## src/hw/rtl/gim_pkg.sv

```systemverilog
`timescale 1ns / 1ps
// ----------------------------------------------------------------------------
// gim_pkg
// Shared constants and types for the geophone impedance magnitude block.
// ----------------------------------------------------------------------------
package gim_pkg;

  localparam int OUT_WIDTH = 20;

  // datapath width of the wide products, digit width of the multiplier cells
  localparam int BW  = 240;
  localparam int DIG = 8;

  // multiplier cell rows: first row covers 56-bit operands, second 120-bit
  localparam int NA = 7;
  localparam int NB = 15;

  // quotient bits and root bits
  localparam int QW = 2 * OUT_WIDTH + 2;
  localparam int RW = OUT_WIDTH + 1;

  localparam logic [26:0] TWO_PI_Q = 27'd105414357;
  localparam logic [19:0] MICRO    = 20'd1000000;

  typedef logic [BW-1:0] wide_t;

  typedef struct packed {
    logic valid;
    logic zero;
    logic ovf;
  } ctl_t;

endpackage

```

## src/hw/rtl/gim_sqrt_cell.sv

```systemverilog
`timescale 1ns / 1ps
// ----------------------------------------------------------------------------
// gim_sqrt_cell
// One digit-by-digit integer square root step over two radicand bits.
// ----------------------------------------------------------------------------
module gim_sqrt_cell import gim_pkg::*; (
  input  logic          clk_i,
  input  logic          en_i,
  input  logic [RW:0]   rem_i,
  input  logic [RW-1:0] root_i,
  input  logic [QW-1:0] qb_i,
  output logic [RW:0]   rem_o,
  output logic [RW-1:0] root_o,
  output logic [QW-1:0] qb_o
);

  logic [RW+2:0] cur, trial, diff;
  logic [RW:0]   rem_q;
  logic [RW-1:0] root_q;
  logic [QW-1:0] qb_q;
  logic          ge;

  assign cur   = {rem_i, qb_i[QW-1:QW-2]};
  assign trial = {1'b0, root_i, 2'b01};
  assign ge    = (cur >= trial);
  assign diff  = ge ? (cur - trial) : cur;

  always_ff @(posedge clk_i) begin
    if (en_i) begin
      rem_q  <= diff[RW:0];
      root_q <= {root_i[RW-2:0], ge};
      qb_q   <= qb_i << 2;
    end
  end

  assign rem_o  = rem_q;
  assign root_o = root_q;
  assign qb_o   = qb_q;

endmodule

```

## config.mk

```make
export PLATFORM = sky130hd
export DESIGN_NAME = gim_sqrt_cell
export DESIGN_NICKNAME = d
export VERILOG_FILES = /design/src/hw/rtl/gim_pkg.sv /design/src/hw/rtl/gim_sqrt_cell.sv
export SDC_FILE = /design/constraint.sdc
export NUM_CORES = 1
export LEC_CHECK = 0
export ABC_AREA = 1
export ABC_CLOCK_PERIOD_IN_PS = 2100
export BUFFER_PORTS_ARGS = -buffer_cell sky130_fd_sc_hd__buf_2
export CAP_MARGIN = 15
export CORE_ASPECT_RATIO = 0.8
export CORE_MARGIN = 10
export CORE_UTILIZATION = 45
export DETAILED_ROUTE_END_ITERATION = 10
export PLACE_DENSITY_LB_ADDON = 0.2
export SLEW_MARGIN = 20
export SYNTH_ARGS = -nofsm -noshare
export SYNTH_HDL_FRONTEND = slang
export SYNTH_SLANG_ARGS = --single-unit
```

## constraint.sdc

```tcl
create_clock -name clk_i -period 2.1 [get_ports clk_i]
set_clock_uncertainty 0.1 [all_clocks]
set_input_delay 0.42 -clock clk_i [delete_from_list [all_inputs] [get_ports clk_i]]
set_output_delay 0.42 -clock clk_i [all_outputs]
set_load 0.01 [all_outputs]
```

==> flow_summary.ini, run 1 <==
[hold_path]
whs_path_depth = 1
worstHoldPathType = primary input to register

[drt]
vias_per_cell = 4.50
antenna_left = 0
drt_wl_total_mm = 13.3
route.detailed.drc = 0
vias = 4045
drt_iter0_drc = 195
firstDrtPassIters = 5
avgRoutedWirePerCell_um = 14.8

[clock_network]
cts_max_level = 3
clk_pin_slew_ns = 0.06
cts_tree = built
clockRootBuffer = clkbuf_16
clockBufferDepth = 2
clock_sinks = 83
numCtsBuffers = 9
cts-hold-fix-buffers = 0

[sta]
rsz0062_at_grt = false
fmax_mhz = 512
slew_viol_final = 0
worst_slack_ns = 0.148
period_needed_ns = 1.95
finalHoldViolations = 0
setup_violations = 0
post-route-period-util_pct = 93.0
fin_setup_tns_ns = 0

[critical_path]
cp_top_family = simple AND/OR/NAND/NOR gates
slowest_stage = ha_1
critPathMaxStageDelay_ns = 0.30
worstPathArrival_ns = 1.95
path_cells = buf_2, inv_1, ha_1, buf_4, nand2_1, inv_1, a21oi_1, nor2_1, nor2_1, nand3b_1, nand3_2, nand2_1
worst-path-stages = 12
worstPathRequired_ns = 2.09
worst-setup-path-type = primary input to register
path_max_fanout = 3
worst-path-buf-inv = 4
start_kind = primary input
cp-end-kind = register

[grt]
grt_max_degree = 84
grt_pass1_vias = 4154
gr-usage-all-layers_pct = 18.2
overflow = 0
grt_pass1_wl_mm = 21.8
antenna_found_initial = 0

[floorplan]
die_h_um = 111
core_um2 = 10200
die_area_um2 = 14800
rows = 33
io_pins = 172
start_util_pct = 45.8
die_x_um = 134

[placement]
port-buffer-count = 169
dp_slack_ns = -0.218
place.gp.congestion = 0.870
hpwlAfterDp_mm = 10.9

[flow_run]
drv_cap = 0

[finish]
fillers = 880
nNetsFinal = 864
drive_gt1_share_pct = 40.3
areaGrowthSynthToFinish_pct = 41.5
fin_util_pct = 64.9
antenna_cells = 0

[power_and_ir_drop]
finalPower_uw = 4830
power.density_nw_per_um2 = 733
ir_drop_uv = 365
p_leak_uw = 0.00342

[yosys]
synth-edff-count = 83
post_synth.cell_area_avg_um2 = 9.31
synthCells = 500
synth-seq-cells = 83
yosysSeqAreaShare_pct = 53.5
synth_flop_cell = edfxtp_1
yosysUniqueCellTypes = 29
ys_warn_count = 0
async_reset_ff_share_pct = 0
synth_area_um2 = 4650

[status]
status = finished, final reports clean
==> logic make-up after synthesis <==
family / Yosys count / share of synthesized area (%)
AND/OR/NAND/NOR: 246 / 24.4
XOR/XNOR: 9 / 1.69
flip-flops: 83 / 53.5
buffers and inverters: 110 / 10.0
adder cells (fa/ha/maj): 23 / 6.18
other: 1 / 0.0806
AO/OA/AOI/OAI: 28 / 4.09
==> power by group <==
group / internal (µW) / leakage (µW) / switching, µW
clock: 930 / 0.000144 / 669
sequential: 2020 / 0.000812 / 34.2
combinational: 533 / 0.00247 / 643
total: 3480 / 0.00342 / 1350
==> metrics by stage <==
| stage | instances | hold slack [ns] | instance area (µm²) |
|---|---|---|---|
| finish | 899 | 0.157 | 6590 |
| global route | 899 | 0.140 | 6590 |
| CTS | 899 | 0.142 | 6560 |
| detailed placement | 883 | 0.498 | 6260 |
| global placement | 883 | 0.497 | 6260 |
| floorplan | 501 | 0.419 | 4660 |
==> cell usage after synthesis (3+ instances only) <==
library cell / count / area [µm²]
o21ai_2: 11 / 96.3
nand3_2: 10 / 100
nand2_1: 151 / 567
inv_1: 100 / 375
nor2_2: 3 / 18.8
nand4_1: 15 / 93.8
nand2_2: 9 / 56.3
buf_4: 3 / 22.5
a21oi_1: 12 / 60.1
nand3b_1: 5 / 37.5
xor2_1: 7 / 61.3
nor2_1: 26 / 97.6
edfxtp_1: 83 / 2490
ha_1: 23 / 288
nor3_1: 4 / 20.0
nand3_1: 19 / 95.1
==> worst paths after layout <==
| path | start | endpoint | slack [ns] |
|---|---|---|---|
| hold / removal | qb_i[26] | qb_o[28] | 0.16 |
| setup / recovery | root_i[8] | rem_o[15] | 0.15 |
==> routing by layer <==
layer | vias to the layer above | share of wire [%] | track usage [%]
met4 | 0 | 0.48 | 3.69
met3 | 5 | 8.5 | 6.02
met1 | 1769 | 45 | 23.6
met5 | - | 0 | 0
met2 | 151 | 46 | 28.9
li1 | 2120 | - | -
==> cell usage in the layout, fill, tap and decap left out, drive strengths merged <==
| cell | synthesis | layout |
|---|---|---|
| bufinv | 0 | 1 |
| clkinvlp | 0 | 1 |
| o21ai | 13 | 13 |
| and2 | 1 | 1 |
| xnor2 | 2 | 2 |
| xor2 | 7 | 7 |
| inv | 101 | 103 |
| nand2 | 160 | 160 |
| o21bai | 2 | 2 |
| clkbuf | 0 | 9 |
| buf | 9 | 251 |
| conb | 1 | 2 |
| nand3b | 5 | 5 |
| nand3 | 29 | 29 |
| ha | 23 | 23 |
| nor2 | 31 | 31 |
| a21oi | 13 | 13 |
| clkinv | 0 | 3 |
| nand4 | 16 | 16 |
| nor3 | 4 | 4 |
| edfxtp | 83 | 83 |
==> area by class of cell <==
cell class | count | area, µm² | area share [%]
Clock buffer | 9 | 225 | 3.42
Clock inverter | 7 | 76.3 | 1.16
Tap cell | 140 | 175 | 2.66
Sequential cell | 83 | 2490 | 37.8
Multi-Input combinational cell | 308 | 1730 | 26.2
Inverter | 101 | 379 | 5.75
Timing Repair Buffer | 251 | 1510 | 23.0
==> repair_timing <==
item,CTS,global route
resized for setup,0,2
buffers inserted,0,0
setup endpoints to repair,0,4
==> registers in the layout, indices dropped and copies added (netlist names) <==
signal	count
root_o	21
rem_o	22
qb_o	40
(Power assumes the default switching activity.)
==> run 2, diff against run 1 <==
--- a/config.mk
+++ b/config.mk
@@ -7,7 +7,7 @@
 export LEC_CHECK = 0
 export ABC_AREA = 1
 export ABC_CLOCK_PERIOD_IN_PS = 2100
-export BUFFER_PORTS_ARGS = -buffer_cell sky130_fd_sc_hd__buf_2
+export BUFFER_PORTS_ARGS = -buffer_cell sky130_fd_sc_hd__buf_4
 export CAP_MARGIN = 15
 export CORE_ASPECT_RATIO = 0.8
 export CORE_MARGIN = 10
==> run 2 against run 1 <==
Setup slack worse by 0.012 ns. Via count is 1.7% higher. Sequential power hardly changed. Global-route usage is 0.39 points higher. Wire length is 4.7% higher. Worst hold slack hardly changed. Final area is 4.6% higher. Clock power is 6% lower. Critical path depth stayed put. Fmax is 0.62% lower. Total power is 0.42% higher. Sequential share of layout area is 1.7 points lower. Critical path type unchanged.
==> flow_summary.ini, run 2 (synthesized netlist as in run 1, its figures left out) <==
[status]
status = finished, final reports clean

[power_and_ir_drop]
finalPower_uw = 4850
ir_drop_uv = 383
p_leak_uw = 0.00351
power.density_nw_per_um2 = 703

[hold_path]
holdCritStartpoint = qb_i[5]
worstHoldPathType = primary input to register
whs_path_depth = 1
hold_end = qb_o[7]

[sta]
post-route-period-util_pct = 93.5
period_needed_ns = 1.96
fmax_mhz = 509
setup_violations = 0
slew_viol_final = 0
finalHoldViolations = 0
rsz0062_at_grt = false
worst_hold_slack_ns = 0.157

[drt]
route.detailed.drc = 0
drt_wl_total_mm = 13.9
vias_per_cell = 4.63
vias = 4115
avgRoutedWirePerCell_um = 15.7
antenna_left = 0
firstDrtPassIters = 4
drt_iter0_drc = 165

[finish]
antenna_cells = 0
nNetsFinal = 854
final_common_cell = buf_4
areaGrowthSynthToFinish_pct = 48.1
drive_gt1_share_pct = 39.5
largest_reg_flops = 40
mostFrequentLayoutCells = buf_4, nand2_1, inv_1

[floorplan]
io_pins = 172
die_x_um = 134
die_area_um2 = 14800
die_h_um = 111
rows = 33
start_util_pct = 45.8
core_um2 = 10200

[critical_path]
start_kind = primary input
path_max_fanout = 11
cp-end-kind = register
worst-setup-path-type = primary input to register
worstPathArrival_ns = 1.95
worstPathRequired_ns = 2.09

[clock_network]
cts_max_level = 3
clockRootBuffer = clkbuf_16
clockBufferDepth = 2
cts_tree = built
cts-hold-fix-buffers = 0
clk_pin_slew_ns = 0.07
cts_setup_buffers = 0
numCtsBuffers = 9
clock_sinks = 83

[grt]
grt_pass1_wl_mm = 22.2
antenna_found_initial = 0
gr-usage-all-layers_pct = 18.5
grt_max_degree = 46
overflow = 0
grt_pass1_vias = 4253

[flow_run]
drv_cap = 0

[placement]
port-buffer-count = 169
hpwlAfterDp_mm = 11.6
place.gp.congestion = 0.850
## run 2: cell count changes in the layout (fill, tap and decap cells not counted), sizes merged
cell,change
buf,-10
clkinv,-2
inv,+2
bufinv,-1
clkinvlp,+1
## run 2: final cells by class
cell class / count / area (µm²)
Clock inverter: 7 / 57.6
Fill cell: 838 / 3260
Clock buffer: 9 / 225
Multi-Input combinational cell: 308 / 1700
Timing Repair Buffer: 241 / 1860
Sequential cell: 83 / 2490
Inverter: 101 / 379
Tap cell: 140 / 175
## run 2: timing repair
item / CTS / global route
setup endpoints to repair: 0 / 1
gates resized for setup: 0 / 1
hold endpoints to repair: 0 / 0
## run 2: per-layer routing
metal / GRT usage [%] / wire length [µm] / part of all wire [%]
met1: 23.8 / 6430 / 46
met2: 30.9 / 6470 / 46
met3: 4.89 / 937 / 6.7
met4: 3.33 / 82 / 0.59
met5: 0 / 0 / 0
## run 2: critical path, cell delays in order
cell	delay, ns
buf_4	0.09
inv_1	0.04
ha_1	0.35
nand2_2	0.08
buf_4	0.14
nor2_4	0.14
nand2_2	0.09
nor2_1	0.12
nand2_2	0.10
buf_4	0.20
nand4_1	0.11
nand2_1	0.06
## run 2: through the flow
step	setup TNS (ns)	util [%]	worst slack (ns)	instance area (µm²)	instances
2_1_floorplan	0	-	0.0360	4660	501
3_3_place_gp	-3.61	65.0	-0.177	6610	873
3_5_place_dp	-4.30	65.0	-0.205	6610	873
4_1_cts	0	67.8	0.119	6890	889
5_1_grt	0	67.9	0.0120	6890	889
6_report	0	67.9	0.136	6890	889
## run 2: power breakdown
group          internal, µW  switching [µW]  total, µW
clock network           820             683       1500
logic                   636             644       1280
registers              2020            45.4       2060
## run 2: worst max path at each step
stage | cells past startpoint | end | from | slack [ns]
3_5_place_dp | 12 | rem_o[7] | root_i[9] | -0.21
3_3_place_gp | 11 | rem_o[19] | rem_i[9] | -0.18
4_1_cts | 12 | rem_o[15] | root_i[9] | 0.12
5_1_grt | 12 | rem_o[15] | root_i[9] | 0.01
6_report | 12 | rem_o[15] | root_i[9] | 0.14
2_1_floorplan | 13 | rem_o[4] | root_i[4] | 0.04
==> run 3, diff against run 2 <==
--- a/config.mk
+++ b/config.mk
@@ -14,6 +14,7 @@
 export CORE_UTILIZATION = 45
 export DETAILED_ROUTE_END_ITERATION = 10
 export PLACE_DENSITY_LB_ADDON = 0.2
+export REMOVE_ABC_BUFFERS = 1
 export SLEW_MARGIN = 20
 export SYNTH_ARGS = -nofsm -noshare
 export SYNTH_HDL_FRONTEND = slang
==> run 3 against run 2 <==
Final area down 0.51%. Core utilization down 0.34 points. Fmax up 0.46%. Flip-flop and latch count unchanged. First-iteration DRC count up 7.3%. Worst hold slack better by 0.0013 ns. Clock power up 8%. Combinational power about the same. Sequential power about the same. Die area unchanged. Non-clock buffer count down 6. Highest routed layer unchanged.
==> flow_summary.ini, run 3 (synthesized netlist as in run 1, its figures left out) <==
[clock_network]
numCtsBuffers = 9
cts-hold-fix-buffers = 0
clockRootBuffer = clkbuf_16
cts_resized = 0
clk_pin_slew_ns = 0.08
clockBufferDepth = 2
cts_tree = built
cts_setup_buffers = 0
cts_max_level = 3
clock_sinks = 83

[placement]
port-buffer-count = 169
dp_slack_ns = -0.313
hpwlAfterDp_mm = 11.7
dpl-instance-area_um2 = 6550
place.gp.congestion = 0.848

[status]
status = finished, final reports clean

[finish]
antenna_cells = 0
nNetsFinal = 848
largest_reg_flops = 40
fillers = 862
fin_util_pct = 67.5
drive_gt1_share_pct = 39.0
final_common_cell = buf_4
finalInstanceArea_um2 = 6860
mostFrequentLayoutCells = buf_4, nand2_1, inv_1
areaGrowthSynthToFinish_pct = 47.3

[hold_path]
worstHoldPathType = primary input to register

[floorplan]
core_um2 = 10200
die_x_um = 134
die_h_um = 111
start_util_pct = 45.8
die_area_um2 = 14800
io_pins = 172
rows = 33

[power_and_ir_drop]
power.density_nw_per_um2 = 723
finalPower_uw = 4960
p_leak_uw = 0.00349
ir_drop_uv = 427

[critical_path]
worstPathArrival_ns = 1.96
worstPathRequired_ns = 2.11
path_max_fanout = 8
start_kind = primary input
path_cells = buf_4, ha_1, nand2_1, nor2_1, nand2_1, inv_1, nand2_1, and2_1, buf_4, nand4_1, nand2_1
crit_path_frequent_cell = nand2_1
worst-setup-path-type = primary input to register
critPathMaxStageDelay_ns = 0.32
slowest_stage = ha_1
cp-end-kind = register

[sta]
worst_slack_ns = 0.145
period_needed_ns = 1.96
fmax_mhz = 511
slew_viol_final = 0
finalHoldViolations = 0
rsz0062_at_grt = false
setup_violations = 0
post-route-period-util_pct = 93.1
slew-limit-headroom_pct = 63.5
worstMarginPinSlew_ns = 0.547

[grt]
grt_pass1_wl_mm = 22.4
overflow = 0
gr-usage-all-layers_pct = 18.8
grt_pass1_vias = 4211
antenna_found_initial = 0
grt_max_degree = 44

[drt]
vias = 4076
vias_per_cell = 4.62
antenna_left = 0
route.detailed.drc = 0
drt_iter0_drc = 177
avgRoutedWirePerCell_um = 15.9
drt_wl_total_mm = 14.1
firstDrtPassIters = 4

[flow_run]
drv_cap = 0
## run 3: changes by cell type in the layout (fill, tap and decap cells not counted), sizes merged
cell,delta
buf,-6
bufinv,+1
inv,-1
## run 3: final timing paths
check | start | to | slack [ns] | cells after the start
worst max-delay path | rem_i[20] | rem_o[18] | 0.14 | 11
worst min-delay path | root_i[16] | root_o[17] | 0.16 | 1
## run 3: through the flow
stage	TNS [ns]	instances	hold slack [ns]
5_1_grt	0	883	0.146
3_3_place_gp	-3.76	867	0.498
4_1_cts	0	883	0.152
6_report	0	883	0.158
3_5_place_dp	-4.16	867	0.499
2_1_floorplan	-6.36	492	0.419
## run 3: metal layers
| metal | global-route usage (%) | up-vias | wire, µm |
|---|---|---|---|
| met5 | 0 | - | 0 |
| met4 | 3.04 | 0 | 80 |
| met3 | 5.80 | 10 | 962 |
| met2 | 30.8 | 130 | 6600 |
| met1 | 24.1 | 1860 | 6430 |
| li1 | - | 2076 | - |
## run 3: cell type report
type                       count  area (µm²)  area share [%]
inverter                     101         379            5.53
multi-input combinational    308        1710            24.9
clock inverter                 7        75.1            1.09
timing repair buffer         235        1800            26.3
tap                          140         175            2.55
clock buffer                   9         225            3.28
sequential                    83        2490            36.3
## run 3: worst max-delay path, delay by kind of cell
| kind | cells | cell delay (ns) |
|---|---|---|
| buffers and inverters | 3 | 0.40 |
| AND/OR/NAND/NOR | 7 | 0.82 |
| adder cells (fa/ha/maj) | 1 | 0.32 |
## run 3: where the power goes
group | switching, µW | total [µW] | internal (µW)
clock | 690 | 1620 | 931
combinational | 644 | 1270 | 625
sequential | 46.8 | 2070 | 2020
